--- config.mk ---
export PLATFORM = sky130hd
export DESIGN_NAME = stx_matrix
export DESIGN_NICKNAME = d
export VERILOG_FILES = /design/src/design/stx_pkg.sv /design/src/design/stx_matrix.sv
export SDC_FILE = /design/constraint.sdc
export NUM_CORES = 2
export LEC_CHECK = 0
export BUFFER_PORTS_ARGS = -buffer_cell sky130_fd_sc_hd__buf_4
export CAP_MARGIN = 30
export CORE_MARGIN = 2
export CORE_UTILIZATION = 58
export DETAILED_ROUTE_END_ITERATION = 8
export PLACE_DENSITY_LB_ADDON = 0.25
export SYNTH_ARGS = -nofsm -noshare
export SYNTH_HDL_FRONTEND = slang
export SYNTH_SLANG_ARGS = --single-unit
--- constraint.sdc ---
create_clock -name i_clk -period 20.5 [get_ports i_clk]
set_input_delay 1.025 -clock i_clk [delete_from_list [all_inputs] [get_ports i_clk]]
set_output_delay 1.025 -clock i_clk [all_outputs]
set_load 0.02 [all_outputs]
--- src/design/stx_pkg.sv ---
// Shared types, constants and the gamma table for the sRGB to XYZ converter.
// Used by stx_linearize, stx_matrix and srgb_to_xyz_converter_unit.
`timescale 1ns / 1ps
`default_nettype none

package stx_pkg;

    // Linear channel value: L * 65536 on the 0..100 scale, max 6553600.
    localparam int LIN_W = 23;
    // Weighted row sum plus rounding offset, max about 7.14e10 on the Z row.
    localparam int SUM_W = 37;
    localparam int COEF_W = 14;
    localparam int OUT_W = 16;
    localparam int BYTE_W = 8;

    // Row sum is divided by 1280000 = 2048 * 625, rounded half up.
    localparam logic [SUM_W-1:0] ROUND_OFS = SUM_W'(640000);
    localparam int QUO_SHIFT = 11;
    localparam int QUO_W = SUM_W - QUO_SHIFT;
    // Reciprocal of 625 scaled by 2^35; exact for any quotient below 2^26.
    localparam int RECIP_SHIFT = 35;
    localparam int RECIP_W = 26;
    localparam logic [RECIP_W-1:0] RECIP_625 = RECIP_W'(54975582);
    localparam int PROD_W = QUO_W + RECIP_W;

    typedef logic [LIN_W-1:0] t_lin;
    typedef logic [2:0][LIN_W-1:0] t_lin_vec;
    typedef logic [LIN_W-1:0] t_lin_table [256];
    typedef logic [COEF_W-1:0] t_coef_row [3];
    typedef t_coef_row t_coef_mat [3];

    // Pipeline sideband: transfer marker and the alpha byte riding along.
    typedef struct packed {
        logic              valid;
        logic [BYTE_W-1:0] alpha;
    } t_side;

    // D65 matrix in ten-thousandths; rows X, Y, Z, columns R, G, B.
    localparam t_coef_mat MAT_K = '{
        '{COEF_W'(4124), COEF_W'(3576), COEF_W'(1805)},
        '{COEF_W'(2126), COEF_W'(7152), COEF_W'(722)},
        '{COEF_W'(193),  COEF_W'(1192), COEF_W'(9505)}
    };

    localparam logic [63:0] Q30_ONE  = 64'd1 << 30;
    localparam logic [63:0] Q30_HALF = 64'd1 << 29;

    function automatic logic [63:0] q30_mul(input logic [63:0] a, input logic [63:0] b);
        logic [63:0] p;
        p = a * b;
        return p >> 30;
    endfunction

    function automatic logic [63:0] q30_pow5(input logic [63:0] v);
        logic [63:0] p;
        p = q30_mul(v, v);
        p = q30_mul(p, v);
        p = q30_mul(p, v);
        return q30_mul(p, v);
    endfunction

    // Evaluated once at elaboration: linear segment below code 11,
    // power 2.4 segment (t^2 times fifth root of t^2) from code 11 up.
    function automatic t_lin_table build_lin_table();
        t_lin_table  tab;
        logic [63:0] c;
        logic [63:0] n;
        logic [63:0] t;
        logic [63:0] t2;
        logic [63:0] lo;
        logic [63:0] hi;
        logic [63:0] mid;
        logic [63:0] l30;
        for (int i = 0; i < 256; i++) begin
            c = 64'(i);
            if (c <= 64'd10) begin
                tab[i] = LIN_W'((64'd131072000 * c + 64'd32946) / 64'd65892);
            end else begin
                n  = 64'd1000 * c + 64'd14025;
                t  = (64'd2 * (n << 30) + 64'd269025) / 64'd538050;
                t2 = (t * t + Q30_HALF) >> 30;
                lo = 64'd0;
                hi = Q30_ONE + 64'd1;
                for (int k = 0; k < 32; k++) begin
                    if (hi - lo > 64'd1) begin
                        mid = (lo + hi) >> 1;
                        if (q30_pow5(mid) <= t2) begin
                            lo = mid;
                        end else begin
                            hi = mid;
                        end
                    end
                end
                l30    = (t2 * lo + Q30_HALF) >> 30;
                tab[i] = LIN_W'((l30 * 64'd6553600 + Q30_HALF) >> 30);
            end
        end
        return tab;
    endfunction

    localparam t_lin_table LIN_TABLE = build_lin_table();

endpackage

`default_nettype wire

--- src/design/stx_matrix.sv ---
// D65 matrix, rounding and scaling to 9 fraction bits, over two registered stages.
// Depends on stx_pkg.
`timescale 1ns / 1ps
`default_nettype none

module stx_matrix (
    input  wire logic                      i_clk,
    input  wire logic                      i_rst_n,
    input  wire stx_pkg::t_lin_vec         i_lin,
    input  wire stx_pkg::t_side            i_side,
    output logic [stx_pkg::OUT_W-1:0]      o_x,
    output logic [stx_pkg::OUT_W-1:0]      o_y,
    output logic [stx_pkg::OUT_W-1:0]      o_z,
    output stx_pkg::t_side                 o_side
);

    logic [stx_pkg::SUM_W-1:0]  r_sum [3];
    logic [stx_pkg::SUM_W-1:0]  n_sum [3];
    logic                       r_sum_valid;
    logic [stx_pkg::BYTE_W-1:0] r_sum_alpha;

    logic [stx_pkg::OUT_W-1:0]  r_out [3];
    logic [stx_pkg::OUT_W-1:0]  n_out [3];
    logic                       r_out_valid;
    logic [stx_pkg::BYTE_W-1:0] r_out_alpha;

    logic [stx_pkg::QUO_W-1:0]  quo  [3];
    logic [stx_pkg::PROD_W-1:0] prod [3];

    // Weighted sums with the half-divisor folded in for round half up.
    always_comb begin
        for (int row = 0; row < 3; row++) begin
            n_sum[row] = stx_pkg::ROUND_OFS;
            for (int col = 0; col < 3; col++) begin
                n_sum[row] = n_sum[row]
                    + stx_pkg::SUM_W'(i_lin[col]) * stx_pkg::SUM_W'(stx_pkg::MAT_K[row][col]);
            end
        end
    end

    // Divide by 1280000: drop 11 bits, then multiply by the reciprocal of 625.
    // The quotient stays below 2^16, so no saturation is ever reached.
    always_comb begin
        for (int row = 0; row < 3; row++) begin
            quo[row]   = r_sum[row][stx_pkg::SUM_W-1:stx_pkg::QUO_SHIFT];
            prod[row]  = stx_pkg::PROD_W'(quo[row]) * stx_pkg::PROD_W'(stx_pkg::RECIP_625);
            n_out[row] = prod[row][stx_pkg::RECIP_SHIFT +: stx_pkg::OUT_W];
        end
    end

    always_ff @(posedge i_clk) begin
        if (!i_rst_n) begin
            r_sum_valid <= 1'b0;
            r_out_valid <= 1'b0;
        end else begin
            r_sum_valid <= i_side.valid;
            r_out_valid <= r_sum_valid;
        end
    end

    always_ff @(posedge i_clk) begin
        r_sum       <= n_sum;
        r_sum_alpha <= i_side.alpha;
        r_out       <= n_out;
        r_out_alpha <= r_sum_alpha;
    end

    assign o_x          = r_out[0];
    assign o_y          = r_out[1];
    assign o_z          = r_out[2];
    assign o_side.valid = r_out_valid;
    assign o_side.alpha = r_out_alpha;

endmodule

`default_nettype wire

==> impl_metrics.py <==
metrics = {
    "cts": {
        "cts.reportedPaths.clkPinSlew_ns": 0.08,
        "postCtsResizedCells": 0,
        "cts_tree": "done",
        "hold_buffers": 0,
        "insertion_delay_ns": 0.52,
        "cts_sinks": 144,
        "cts_buffers": 17,
        "clock-root-buffer": "clkbuf_16",
        "cts.path.max_buffers": 2,
        "cts_max_level": 4,
        "cts_setup_buffers": 0,
    },
    "logic_synthesis": {
        "synthFlopType": "dfxtp_1",
        "syn_inst": 7135,
        "avgSynthCellArea_sq_um": 9.91,
        "async_reset_ff_frac": 0,
        "ys_types": 73,
        "synth-edff-count": 0,
        "ys_ff_latch": 144,
        "synth_fp_nets": 10300,
        "netlist_area_sq_um": 70700,
        "yosys_warnings": 0,
        "seq_area_frac_synth": 0.0408,
    },
    "layout": {
        "layout_common_cells": "inv_1, ha_1, fa_1, a21oi_1, xnor2_1",
        "final_common_cell": "inv_1",
        "register_area_sq_um": 2880,
        "nets": 10400,
        "n_fill_cell": 10500,
        "areaGrowthSynthToFinish_pct": 5.16,
        "fin_cells": 8928,
        "multi_input_area_sq_um": 58500,
        "postLayoutCellArea_sq_um": 74400,
        "drive_gt1_frac": 0.0281,
    },
    "global_route": {
        "grt_max_degree": 17,
        "grt_pass1_wl_um": 283000,
        "grt_overflow_total": 0,
        "first_global_vias": 50700,
        "gr-usage-all-layers": 0.299,
        "antenna_found_initial": 13,
    },
    "critical_path": {
        "critical_path_buf_inv_count": 6,
        "crit_family": "adder cells",
        "path_class": "in2reg",
        "cp_common_cell": "fa_1",
        "crit_fanout": 9,
        "cp.required_ns": 20.92,
        "rrSetupSlack_ns": 13.10,
        "startpoint_type": "input pin",
        "critPathMaxStageDelay_ns": 0.55,
        "worstPathArrival_ns": 10.24,
        "slowest_stage": "fa_1",
        "end_kind": "flop",
    },
    "flow_run": {
        "cap_violations": 0,
    },
    "floorplanning": {
        "die_y_um": 353,
        "ios": 137,
        "rows": 128,
        "fp.dieW_um": 353,
        "core_sq_um": 121000,
        "die_area_sq_um": 125000,
        "start_util": 0.582,
    },
    "timing": {
        "slew_violations": 0,
        "slew_headroom": 0.350,
        "fin_skew_ns": 0.0263,
        "fmax_mhz": 102,
        "layout_setup_ws_ns": 10.69,
        "fin_crit_sh": 0.479,
        "fin_tns_setup_ns": 0,
        "final_hold_viol_count": 0,
        "tightest_slew_ns": 0.968,
        "period_needed_ns": 9.81,
        "setup_viol_count_final": 0,
        "rsz0062_at_grt": "false",
    },
    "routing": {
        "drt_pass1_iterations": 6,
        "ant_nets": 0,
        "drt_iter0_drc": 2826,
        "vias": 47500,
        "drt-wirelength-per-cell_um": 20.2,
        "drc": 0,
        "wl_um": 181000,
        "vias_per_cell": 5.32,
    },
    "placed_design": {
        "dpl-instance-area_sq_um": 73700,
        "hpwlAfterDp_um": 165000,
        "dp.cells": 8891,
        "dp_slack_ns": 10.28,
        "portBuffers": 136,
        "place_congestion": 1.01,
    },
    "hold_path": {
        "hp-class": "reg2reg",
    },
    "status": {
        "outcome": "finished, final reports clean",
    },
}
==> routing by layer <==
| metal | GRT usage | up-vias | share of wire |
|---|---|---|---|
| li1 | - | 22100 | - |
| met1 | 0.416 | 24000 | 0.45 |
| met2 | 0.492 | 1151 | 0.47 |
| met3 | 0.0400 | 187 | 0.057 |
| met4 | 0.0804 | 10 | 0.027 |
| met5 | 0 | - | 0.00030 |
==> through the flow <==
stage / hold WS (ns) / util
after floorplan: 0.310 / -
after global placement: 0.310 / 0.607
after detailed placement: 0.312 / 0.607
after CTS: 0.331 / 0.612
after global routing: 0.337 / 0.612
final: 0.330 / 0.612
==> sequential cells by signal, indices dropped and copies added, names as in the netlist <==
name and flops:
o_x 16, o_y 16, o_z 16, quo 78, r_out_alpha 8, r_out_valid 1, r_sum_alpha 8, r_sum_valid 1
==> synthesized netlist by cell type (5+ instances only) <==
cell type / instances / area share
a31o_2: 6 / 0.00074
and4_1: 12 / 0.0015
nand3_1: 53 / 0.0038
a21oi_1: 210 / 0.015
clkbuf_1: 7 / 0.00037
nand4_1: 33 / 0.0029
or2_2: 10 / 0.00088
o21ai_1: 8 / 0.00057
nor2_1: 126 / 0.0067
nand2b_1: 30 / 0.0027
ha_1: 1586 / 0.28
a211o_1: 6 / 0.00074
a221o_1: 6 / 0.00085
a2111oi_0: 5 / 0.00062
a221oi_1: 5 / 0.00062
inv_1: 2466 / 0.13
o211ai_1: 15 / 0.0016
fa_1: 1454 / 0.41
nand2_1: 98 / 0.0052
o21ai_0: 98 / 0.0069
and3_1: 28 / 0.0025
o31ai_1: 10 / 0.0011
nor3_1: 37 / 0.0026
a211oi_1: 17 / 0.0018
o21bai_1: 31 / 0.0033
a311oi_1: 6 / 0.00074
a31oi_1: 21 / 0.0019
and2_1: 17 / 0.0015
nand3b_1: 5 / 0.00053
a21boi_0: 13 / 0.0014
dfxtp_1: 144 / 0.041
o2111ai_1: 7 / 0.00087
xor2_1: 86 / 0.011
or3_1: 9 / 0.00080
o21a_1: 42 / 0.0045
a21o_1: 150 / 0.016
a41o_1: 6 / 0.00085
nor2b_1: 41 / 0.0036
xnor2_1: 165 / 0.020
==> logic make-up (layout without fill, tap and decap cells) <==
group,after synthesis,count (layout),synth area share
DFF,144,144,0.0408
adders and majority gates,3040,3040,0.692
other,0,5,0
AOI/OAI and AO/OA,712,712,0.0675
muxes,3,3,0.000425
buffers and inverters,2474,2637,0.131
xor gates and xnor gates,251,251,0.0311
and+or+nand+nor,511,511,0.0364
==> layout make-up <==
class / instances / area share
Multi-Input combinational cell: 4517 / 0.787
Inverter: 2466 / 0.124
Sequential cell: 144 / 0.0388
Tap cell: 1625 / 0.0273
Timing Repair Buffer: 139 / 0.0140
Clock buffer: 17 / 0.00572
Clock inverter: 15 / 0.00225
Antenna cell: 5 / 0.000168
==> path summary, 6_finish.rpt <==
kind	start	endpoint	depth (start not counted)
setup / recovery	i_lin[3]	quo[76]$_DFF_P_	37
hold / removal	r_sum_alpha[6]$_DFF_P_	r_out_alpha[6]$_DFF_P_	0
setup reg to reg	quo[66]$_DFF_P_	o_x[15]$_DFF_P_	23
hold reg to reg	r_sum_alpha[6]$_DFF_P_	r_out_alpha[6]$_DFF_P_	0
Power is not shown: default switching activity piles up to over one toggle a cycle in this logic, so the estimate is an artifact.
